===== config.mk =====
export PLATFORM = sky130hd
export DESIGN_NAME = ir_pulse_frame_decoder_48bit
export DESIGN_NICKNAME = d
export VERILOG_FILES = /design/src/design/irpfd_pkg.sv /design/src/design/ir_pulse_frame_decoder_48bit.sv /design/src/design/irpfd_csr.sv /design/src/design/irpfd_classifier.sv /design/src/design/irpfd_engine.sv
export VERILOG_INCLUDE_DIRS = /design/src /design/src/design
export SDC_FILE = /design/constraint.sdc
export NUM_CORES = 2
export LEC_CHECK = 0
export BUFFER_PORTS_ARGS = -buffer_cell sky130_fd_sc_hd__buf_2
export CAP_MARGIN = 20
export CORE_UTILIZATION = 30
export DETAILED_ROUTE_END_ITERATION = 10
export PLACE_DENSITY = 0.49
export SYNTH_ARGS = -nofsm -noshare
export SYNTH_HDL_FRONTEND = slang
export SYNTH_SLANG_ARGS = --single-unit

===== constraint.sdc =====
create_clock -name clock -period 29.4 [get_ports clock]
set_input_delay 0 -clock clock [delete_from_list [all_inputs] [get_ports clock]]
set_output_delay 0 -clock clock [all_outputs]
set_load 0.05 [all_outputs]

===== src/design/assert_macros.svh =====
// ----------------------------------------------------------------------------
// Assertion macros
// Concurrent assertion wrappers used by the decoder engine.
// ----------------------------------------------------------------------------
`ifndef ASSERT_MACROS_SVH
`define ASSERT_MACROS_SVH

`ifndef NO_ASSERTIONS
// Property checked at every clock edge outside reset.
`define ASSERT_ALWAYS(label, clk, rst, prop) \
   label: assert property (@(posedge clk) disable iff (rst) (prop)) \
      else $error("assertion failed");
// Condition in one cycle requires a consequence in the next cycle.
`define ASSERT_NEXT(label, clk, rst, ante, cons) \
   label: assert property (@(posedge clk) disable iff (rst) (ante) |=> (cons)) \
      else $error("assertion failed");
`else
`define ASSERT_ALWAYS(label, clk, rst, prop)
`define ASSERT_NEXT(label, clk, rst, ante, cons)
`endif

`endif


===== src/design/irpfd_pkg.sv =====
// ----------------------------------------------------------------------------
// irpfd_pkg
// Types, constants and helper functions of the 48-bit IR frame decoder.
// ----------------------------------------------------------------------------
package irpfd_pkg;

   // Reference durations in microseconds.
   localparam logic [11:0] HdrMark   = 12'd3502;
   localparam logic [11:0] HdrSpace  = 12'd1750;
   localparam logic [11:0] BitMark   = 12'd502;
   localparam logic [11:0] ZeroSpace = 12'd400;
   localparam logic [11:0] OneSpace  = 12'd1244;

   localparam logic [5:0] TotalBits = 6'd48;

   localparam logic [6:0] Percent      = 7'd100;
   localparam logic [6:0] TolReset     = 7'd25;
   // floor(x / 100) as (x * Div100Mult) >> Div100Shift, exact for x below 2^20.
   localparam int          Div100Shift = 27;
   localparam logic [20:0] Div100Mult  = 21'd1342178;

   localparam logic [1:0] StatusOk     = 2'd0;
   localparam logic [1:0] StatusHeader = 2'd1;
   localparam logic [1:0] StatusBit    = 2'd2;

   localparam logic [1:0] CsrTolerance = 2'd0;
   localparam logic [1:0] CsrAddress   = 2'd1;
   localparam logic [1:0] CsrCommand   = 2'd2;

   typedef struct packed {
      logic        frame_start;
      logic [15:0] mark_us;
      logic [15:0] space_us;
   } req_item_type;

   typedef struct packed {
      logic [1:0]  status;
      logic [5:0]  failed_pair;
      logic [15:0] decoded_address;
      logic [31:0] decoded_command;
      logic        is_match;
   } rsp_item_type;

   typedef struct packed {
      logic [13:0] lo;
      logic [13:0] hi;
   } window_type;

   typedef struct packed {
      window_type hdr_mark;
      window_type hdr_space;
      window_type bit_mark;
      window_type one_space;
      window_type zero_space;
   } bounds_type;

   typedef struct packed {
      logic hdr_ok;
      logic bit_one;
      logic bit_zero;
   } pair_flags_type;

   function automatic logic [13:0] div100(input logic [19:0] x);
      logic [40:0] prod;
      prod = {21'd0, x} * {20'd0, Div100Mult};
      return prod[Div100Shift +: 14];
   endfunction

   // Acceptance window of a reference for a tolerance, clamped to 100 percent.
   function automatic window_type window(input logic [6:0] tol, input logic [11:0] ref_us);
      logic [6:0]  t;
      logic [19:0] lo_prod;
      logic [19:0] hi_prod;
      window_type  w;
      t = (tol > Percent) ? Percent : tol;
      lo_prod = {13'd0, 7'(Percent - t)} * {8'd0, ref_us};
      hi_prod = 20'({13'd0, Percent} + {13'd0, t}) * {8'd0, ref_us};
      w.lo = div100(lo_prod);
      w.hi = div100(hi_prod);
      return w;
   endfunction

   function automatic logic in_window(input logic [15:0] d, input window_type w);
      return (d >= {2'd0, w.lo}) && (d <= {2'd0, w.hi});
   endfunction

endpackage


===== src/design/ir_pulse_frame_decoder_48bit.sv =====
// ----------------------------------------------------------------------------
// ir_pulse_frame_decoder_48bit
// Decoder for 48-bit Kaseikyo infrared frames from measured mark/space words.
// ----------------------------------------------------------------------------
// The decoder takes one mark/space word per clock cycle while its input is not
// refused. A word is held in an input register, classified against the
// tolerance windows and folded into the frame state in one pass, and any
// result is then registered in the output register. Input is refused only
// while a finished result waits to be taken. The tolerance windows are worked
// out when the tolerance register is written; configuration writes complete
// in the cycle they are presented.
module ir_pulse_frame_decoder_48bit (
   input  logic                    clock,
   input  logic                    reset,
   input  logic                    req_valid,
   output logic                    req_ready,
   input  irpfd_pkg::req_item_type req_data,
   output logic                    rsp_valid,
   input  logic                    rsp_ready,
   output irpfd_pkg::rsp_item_type rsp_data,
   input  logic                    csr_valid,
   output logic                    csr_ready,
   input  logic [1:0]              csr_index,
   input  logic [31:0]             csr_wdata
);
   import irpfd_pkg::*;

   bounds_type     bounds;
   logic [15:0]    expected_address;
   logic [31:0]    expected_command;
   req_item_type   stage_item;
   pair_flags_type flags;

   irpfd_csr u_csr (
      .clock            (clock),
      .reset            (reset),
      .csr_valid        (csr_valid),
      .csr_ready        (csr_ready),
      .csr_index        (csr_index),
      .csr_wdata        (csr_wdata),
      .bounds           (bounds),
      .expected_address (expected_address),
      .expected_command (expected_command)
   );

   irpfd_classifier u_classifier (
      .bounds (bounds),
      .item   (stage_item),
      .flags  (flags)
   );

   irpfd_engine u_engine (
      .clock            (clock),
      .reset            (reset),
      .req_valid        (req_valid),
      .req_ready        (req_ready),
      .req_data         (req_data),
      .stage_item       (stage_item),
      .flags            (flags),
      .expected_address (expected_address),
      .expected_command (expected_command),
      .rsp_valid        (rsp_valid),
      .rsp_ready        (rsp_ready),
      .rsp_data         (rsp_data)
   );

endmodule


===== src/design/irpfd_csr.sv =====
// ----------------------------------------------------------------------------
// irpfd_csr
// Configuration registers; the tolerance is kept as precomputed windows.
// ----------------------------------------------------------------------------
module irpfd_csr (
   input  logic                  clock,
   input  logic                  reset,
   input  logic                  csr_valid,
   output logic                  csr_ready,
   input  logic [1:0]            csr_index,
   input  logic [31:0]           csr_wdata,
   output irpfd_pkg::bounds_type bounds,
   output logic [15:0]           expected_address,
   output logic [31:0]           expected_command
);
   import irpfd_pkg::*;

   bounds_type  bounds_ff;
   bounds_type  bounds_in;
   logic [15:0] address_ff;
   logic [31:0] command_ff;
   logic        write;

   assign csr_ready = 1'b1;
   assign write     = csr_valid && csr_ready;

   always_comb begin
      bounds_in.hdr_mark   = window(csr_wdata[6:0], HdrMark);
      bounds_in.hdr_space  = window(csr_wdata[6:0], HdrSpace);
      bounds_in.bit_mark   = window(csr_wdata[6:0], BitMark);
      bounds_in.one_space  = window(csr_wdata[6:0], OneSpace);
      bounds_in.zero_space = window(csr_wdata[6:0], ZeroSpace);
   end

   always_ff @(posedge clock) begin
      if (reset) begin
         bounds_ff.hdr_mark   <= window(TolReset, HdrMark);
         bounds_ff.hdr_space  <= window(TolReset, HdrSpace);
         bounds_ff.bit_mark   <= window(TolReset, BitMark);
         bounds_ff.one_space  <= window(TolReset, OneSpace);
         bounds_ff.zero_space <= window(TolReset, ZeroSpace);
         address_ff           <= '0;
         command_ff           <= '0;
      end else if (write) begin
         unique case (csr_index)
            CsrTolerance: bounds_ff  <= bounds_in;
            CsrAddress:   address_ff <= csr_wdata[15:0];
            CsrCommand:   command_ff <= csr_wdata;
            default: ;
         endcase
      end
   end

   assign bounds           = bounds_ff;
   assign expected_address = address_ff;
   assign expected_command = command_ff;

endmodule


===== src/design/irpfd_classifier.sv =====
// ----------------------------------------------------------------------------
// irpfd_classifier
// Window compares that classify one mark/space pair.
// ----------------------------------------------------------------------------
module irpfd_classifier (
   input  irpfd_pkg::bounds_type     bounds,
   input  irpfd_pkg::req_item_type   item,
   output irpfd_pkg::pair_flags_type flags
);
   import irpfd_pkg::*;

   logic mark_ok;

   assign mark_ok = in_window(item.mark_us, bounds.bit_mark);

   always_comb begin
      flags.hdr_ok   = in_window(item.mark_us, bounds.hdr_mark) &&
                       in_window(item.space_us, bounds.hdr_space);
      // Both flags can be set where the two windows overlap; the engine lets a one win.
      flags.bit_one  = mark_ok && in_window(item.space_us, bounds.one_space);
      flags.bit_zero = mark_ok && in_window(item.space_us, bounds.zero_space);
   end

endmodule


===== src/design/irpfd_engine.sv =====
// ----------------------------------------------------------------------------
// irpfd_engine
// Input stage, frame state and result register of the decoder.
// ----------------------------------------------------------------------------
`include "assert_macros.svh"

module irpfd_engine (
   input  logic                      clock,
   input  logic                      reset,
   input  logic                      req_valid,
   output logic                      req_ready,
   input  irpfd_pkg::req_item_type   req_data,
   output irpfd_pkg::req_item_type   stage_item,
   input  irpfd_pkg::pair_flags_type flags,
   input  logic [15:0]               expected_address,
   input  logic [31:0]               expected_command,
   output logic                      rsp_valid,
   input  logic                      rsp_ready,
   output irpfd_pkg::rsp_item_type   rsp_data
);
   import irpfd_pkg::*;

   logic         stage_valid_ff;
   logic         stage_valid_in;
   req_item_type stage_item_ff;
   logic         advance;
   logic         accept;

   logic         active_ff;
   logic         active_in;
   logic [5:0]   idx_ff;
   logic [5:0]   idx_in;
   logic [47:0]  shift_ff;
   logic [47:0]  shift_in;

   logic         emit;
   rsp_item_type result;
   logic         rsp_valid_ff;
   logic         rsp_valid_in;
   rsp_item_type rsp_data_ff;

   assign advance   = stage_valid_ff && (!rsp_valid_ff || rsp_ready);
   assign req_ready = !stage_valid_ff || advance;
   assign accept    = req_valid && req_ready;

   assign stage_valid_in = accept || (stage_valid_ff && !advance);
   assign stage_item     = stage_item_ff;

   always_comb begin
      logic        act;
      logic [5:0]  idx;
      logic [47:0] shift;
      logic [47:0] shift_new;
      logic [5:0]  pos;
      active_in = active_ff;
      idx_in    = idx_ff;
      shift_in  = shift_ff;
      emit      = 1'b0;
      result    = '0;
      act       = stage_item_ff.frame_start || active_ff;
      idx       = stage_item_ff.frame_start ? '0 : idx_ff;
      shift     = stage_item_ff.frame_start ? '0 : shift_ff;
      pos       = 6'(TotalBits - idx);
      shift_new = flags.bit_one ? (shift | (48'd1 << pos)) : shift;
      if (advance) begin
         active_in = act;
         idx_in    = idx;
         shift_in  = shift;
         if (act) begin
            if (idx == '0) begin
               if (flags.hdr_ok) begin
                  idx_in = 6'd1;
               end else begin
                  emit          = 1'b1;
                  result.status = StatusHeader;
                  active_in     = 1'b0;
               end
            end else if (flags.bit_one || flags.bit_zero) begin
               shift_in = shift_new;
               if (idx == TotalBits) begin
                  emit                   = 1'b1;
                  result.status          = StatusOk;
                  result.decoded_address = shift_new[47:32];
                  result.decoded_command = shift_new[31:0];
                  result.is_match        = (shift_new[47:32] == expected_address) &&
                                           (shift_new[31:0] == expected_command);
                  active_in              = 1'b0;
                  idx_in                 = '0;
               end else begin
                  idx_in = idx + 6'd1;
               end
            end else begin
               emit                   = 1'b1;
               result.status          = StatusBit;
               result.failed_pair     = idx;
               result.decoded_address = shift[47:32];
               result.decoded_command = shift[31:0];
               active_in              = 1'b0;
            end
         end
      end
   end

   assign rsp_valid_in = (advance && emit) || (rsp_valid_ff && !rsp_ready);

   always_ff @(posedge clock) begin
      if (reset) begin
         stage_valid_ff <= 1'b0;
         active_ff      <= 1'b0;
         idx_ff         <= '0;
         shift_ff       <= '0;
         rsp_valid_ff   <= 1'b0;
      end else begin
         stage_valid_ff <= stage_valid_in;
         active_ff      <= active_in;
         idx_ff         <= idx_in;
         shift_ff       <= shift_in;
         rsp_valid_ff   <= rsp_valid_in;
      end
      if (accept) begin
         stage_item_ff <= req_data;
      end
      if (advance && emit) begin
         rsp_data_ff <= result;
      end
   end

   assign rsp_valid = rsp_valid_ff;
   assign rsp_data  = rsp_data_ff;

   // An open frame always sits between the header and the last bit.
   `ASSERT_ALWAYS(a_active_index, clock, reset,
                  active_ff |-> (idx_ff >= 6'd1 && idx_ff <= TotalBits))
   `ASSERT_NEXT(a_emit_closes, clock, reset, advance && emit, !active_ff)
   `ASSERT_ALWAYS(a_match_only_ok, clock, reset,
                  (rsp_valid_ff && rsp_data_ff.is_match) |-> (rsp_data_ff.status == StatusOk))
   `ASSERT_ALWAYS(a_header_fields, clock, reset,
                  (rsp_valid_ff && rsp_data_ff.status == StatusHeader) |->
                  (rsp_data_ff.decoded_address == '0 && rsp_data_ff.decoded_command == '0 &&
                   rsp_data_ff.failed_pair == '0))

endmodule


==> key figures <==
Timing
  – Crit share post-route: 0.475
  – Final Skew: 25.9 ps
  – Tmin final: 13970 ps
  – Final setup fails: 0
  – Fmax: 71.6 MHz
  – Worst Tran Pin Value: 1110 ps
  – Slew Limit Fails: 0
  – Setup TNS: 0 ps
  – Fin. Hold Viols: 0
  – Relative slew slack: 0.256
  – RSZ-0062 raised after global routing: no

Global routing
  – Congestion Overflow GR: 0
  – Vias in the first global route: 58900
  – Number of antenna violations at the first check in global routing: 11
  – First-pass GRT wire length: 356000 µm
  – Largest net degree at the start of global routing: 95
  – Gr usage total: 0.182

Route
  – Residual DRC: 21
  – Met1 wire length: 101000 µm
  – DR pass1 iterations: 10
  – Total wire length: 228000 µm
  – Met3 wire len: 7150 µm
  – DRT antenna net count: 0
  – Vias/cell: 4.64
  – Vias: 54100
  – Initial drt markers: 2514
  – DR WL met2: 114000 µm
  – Max layer used: met4
  – WL/cell: 19.6 µm

Critical path
  – CP Max Fanout: 17
  – Worst path slowest cell: xor2_1
  – Internal reg-to-reg setup slack: 23590 ps
  – Worst setup path class: in2reg
  – Startpoint Class: input port
  – CP startpoint: csr_wdata[2]
  – Cells on worst reg2reg path: 12
  – Most used cell, CP: fa_1
  – Critical Path Sink: u_csr.bounds[138]
  – Worst setup EP type: flip-flop
  – Critical path arrival: 14550 ps
  – Req. time, crit path: 29980 ps
  – R2R Path End: u_engine.rsp_data[0]
  – CP peak stage delay: 810 ps
  – Reg-to-Reg Start: u_engine.stage_item[11]

CTS
  – Num CTS Buffers: 45
  – Clk Latency, worst-skew pair: 690 ps
  – CTS tree: yes
  – Clock sinks: 322
  – CTS H-tree depth: 2
  – Clock-pin slew on the worst setup and hold paths: 50 ps
  – Cell chosen for the clock root: clkbuf_16
  – Post-CTS sizing: 0
  – Maximum root-to-sink buffer count: 3

Synth
  – Post-synth ARST share: 0
  – Post-synthesis area per instance: 9.49 µm²
  – Yosys warns: 0
  – Syn_nets: 11000
  – Synth Instances: 8003
  – FF+latch count, synth: 322
  – Sequential share of the synthesized area: 0.0967
  – Ys flop type: dfxtp_1
  – Post-synth EDFFs: 90
  – Mapped cell area: 0.0760 mm²
  – Post-synth cell types: 89

Floorplanning
  – Initial Util: 0.302
  – Core box area: 0.252 mm²
  – Die area: 0.255 mm²
  – # IOs: 132
  – Rows: 184
  – Chip Height: 505 µm
  – DIE WIDTH: 505 µm

Placed design
  – Placer Congestion: 0.931
  – Number of port buffers: 130
  – Hpwl dp: 197000 µm

Cells and area
  – Layout cells sized above 1: 0.0468
  – Syn-to-layout area delta: 10.2%
  – Final nets: 11300

Min path
  – Hold Crit Class: in2reg

Outcome
  – Violated checks: design-rule violations
  – Run status: finished with violations

Run
  – Number of max-cap violations: 0
-- worst max-delay path: cells and delay by family --
family / cells / cell delay (ps)
compound gates: 13 / 3370
xor+xnor: 4 / 1800
fa+ha+maj: 13 / 5970
buf+inv: 8 / 1950
simple gates: 7 / 1410
-- stage by stage --
stage          instances  cell area (µm²)  hold WS (ps)  setup WS (ps)   util
5_1_grt            11700            83700          32.1          14520  0.333
2_1_floorplan       8003            76000          98.9          15870      -
4_1_cts            11600            83700          3.13          15360  0.333
6_report           11700            83700          41.1          15430  0.333
3_5_place_dp       11500            81300           178          15420  0.323
3_3_place_gp       11500            81300           178          15560  0.323
-- Yosys cell counts (all sizes together) (34+ instances only) --
cell type | n | area share
nor2b | 43 | 0.0035
o21a | 49 | 0.0048
xnor2 | 153 | 0.018
nand4 | 51 | 0.0042
o31ai | 34 | 0.0034
ha | 1758 | 0.29
edfxtp | 90 | 0.036
o21ai | 148 | 0.0097
o21bai | 48 | 0.0047
nand2 | 402 | 0.020
nand3 | 62 | 0.0041
nor3 | 70 | 0.0053
fa | 1175 | 0.31
xor2 | 81 | 0.0093
a21o | 124 | 0.012
a21oi | 365 | 0.024
inv | 2228 | 0.11
a22oi | 57 | 0.0056
dfxtp | 232 | 0.061
nor2 | 249 | 0.012
clkbuf | 108 | 0.0053
-- worst min path at each step --
| stage | startpoint | end | slack [ps] | depth (start not counted) |
|---|---|---|---|---|
| 6_report | req_data[1] | u_engine.stage_item[1] | 40 | 2 |
| 5_1_grt | req_data[1] | u_engine.stage_item[1] | 30 | 2 |
| 4_1_cts | req_data[1] | u_engine.stage_item[1] | 3 | 2 |
| 3_5_place_dp | req_data[3] | u_engine.stage_item[3] | 180 | 1 |
| 3_3_place_gp | req_data[15] | u_engine.stage_item[15] | 180 | 1 |
| 2_1_floorplan | req_data[0] | u_engine.stage_item[0] | 100 | 0 |
-- flip-flops by register name, indices dropped and copies added (netlist names) --
name and count:
u_csr.bounds 127, u_engine.rsp_data 57, u_engine.shift_ff 48, u_engine.stage_item 33, u_csr.expected_command 32, u_csr.expected_address 16
u_engine.idx_ff 6, u_engine.active_ff 1, u_engine.rsp_valid 1, u_engine.stage_valid_ff 1
-- layout make-up --
type | instances | area, µm²
fillers | 26000 | 168000
multi-input cells | 5325 | 59800
inverters | 2231 | 8380
flip-flops and latches | 322 | 7350
well taps | 3348 | 4190
repair buffers | 344 | 2500
clock buffers | 59 | 1250
clock inverters | 24 | 254
diodes | 3 | 7.51
-- layer usage --
metal / global-route usage / vias to the layer above
li1: - / 26100
met1: 0.235 / 27000
met2: 0.325 / 855
met3: 0.0152 / 233
met4: 0.0463 / 0
met5: 0 / -
-- timing repair --
item	CTS	global route
hold buffers	88	0
hold endpoints to repair	137	0
buffers inserted	0	0
-- cell usage in the layout (no fill, tap or decap), types with 90 or more instances in the layout --
| master | count |
|---|---|
| a21o_1 | 124 |
| nand2_1 | 401 |
| dfxtp_1 | 232 |
| inv_1 | 2227 |
| fa_1 | 1175 |
| xnor2_1 | 152 |
| edfxtp_1 | 90 |
| o21ai_0 | 143 |
| a21oi_1 | 364 |
| nor2_1 | 246 |
| buf_2 | 129 |
| buf_4 | 123 |
| ha_1 | 1757 |
-- cells by family (layout without fill, tap and decap cells) --
family	Yosys count	after routing	synth area share
and+or+nand+nor	1071	1071	0.0666
other	1	4	0.0000493
adders and majority gates	2933	2933	0.599
muxes	11	11	0.00150
DFF	322	322	0.0967
xor gates and xnor gates	234	234	0.0270
AOI/OAI and AO/OA	1075	1075	0.0924
buffers and inverters	2356	2658	0.117
Power is left out: the tool's default activity adds up to more than one toggle a clock period on the data nets, which glitch-free logic cannot reach.
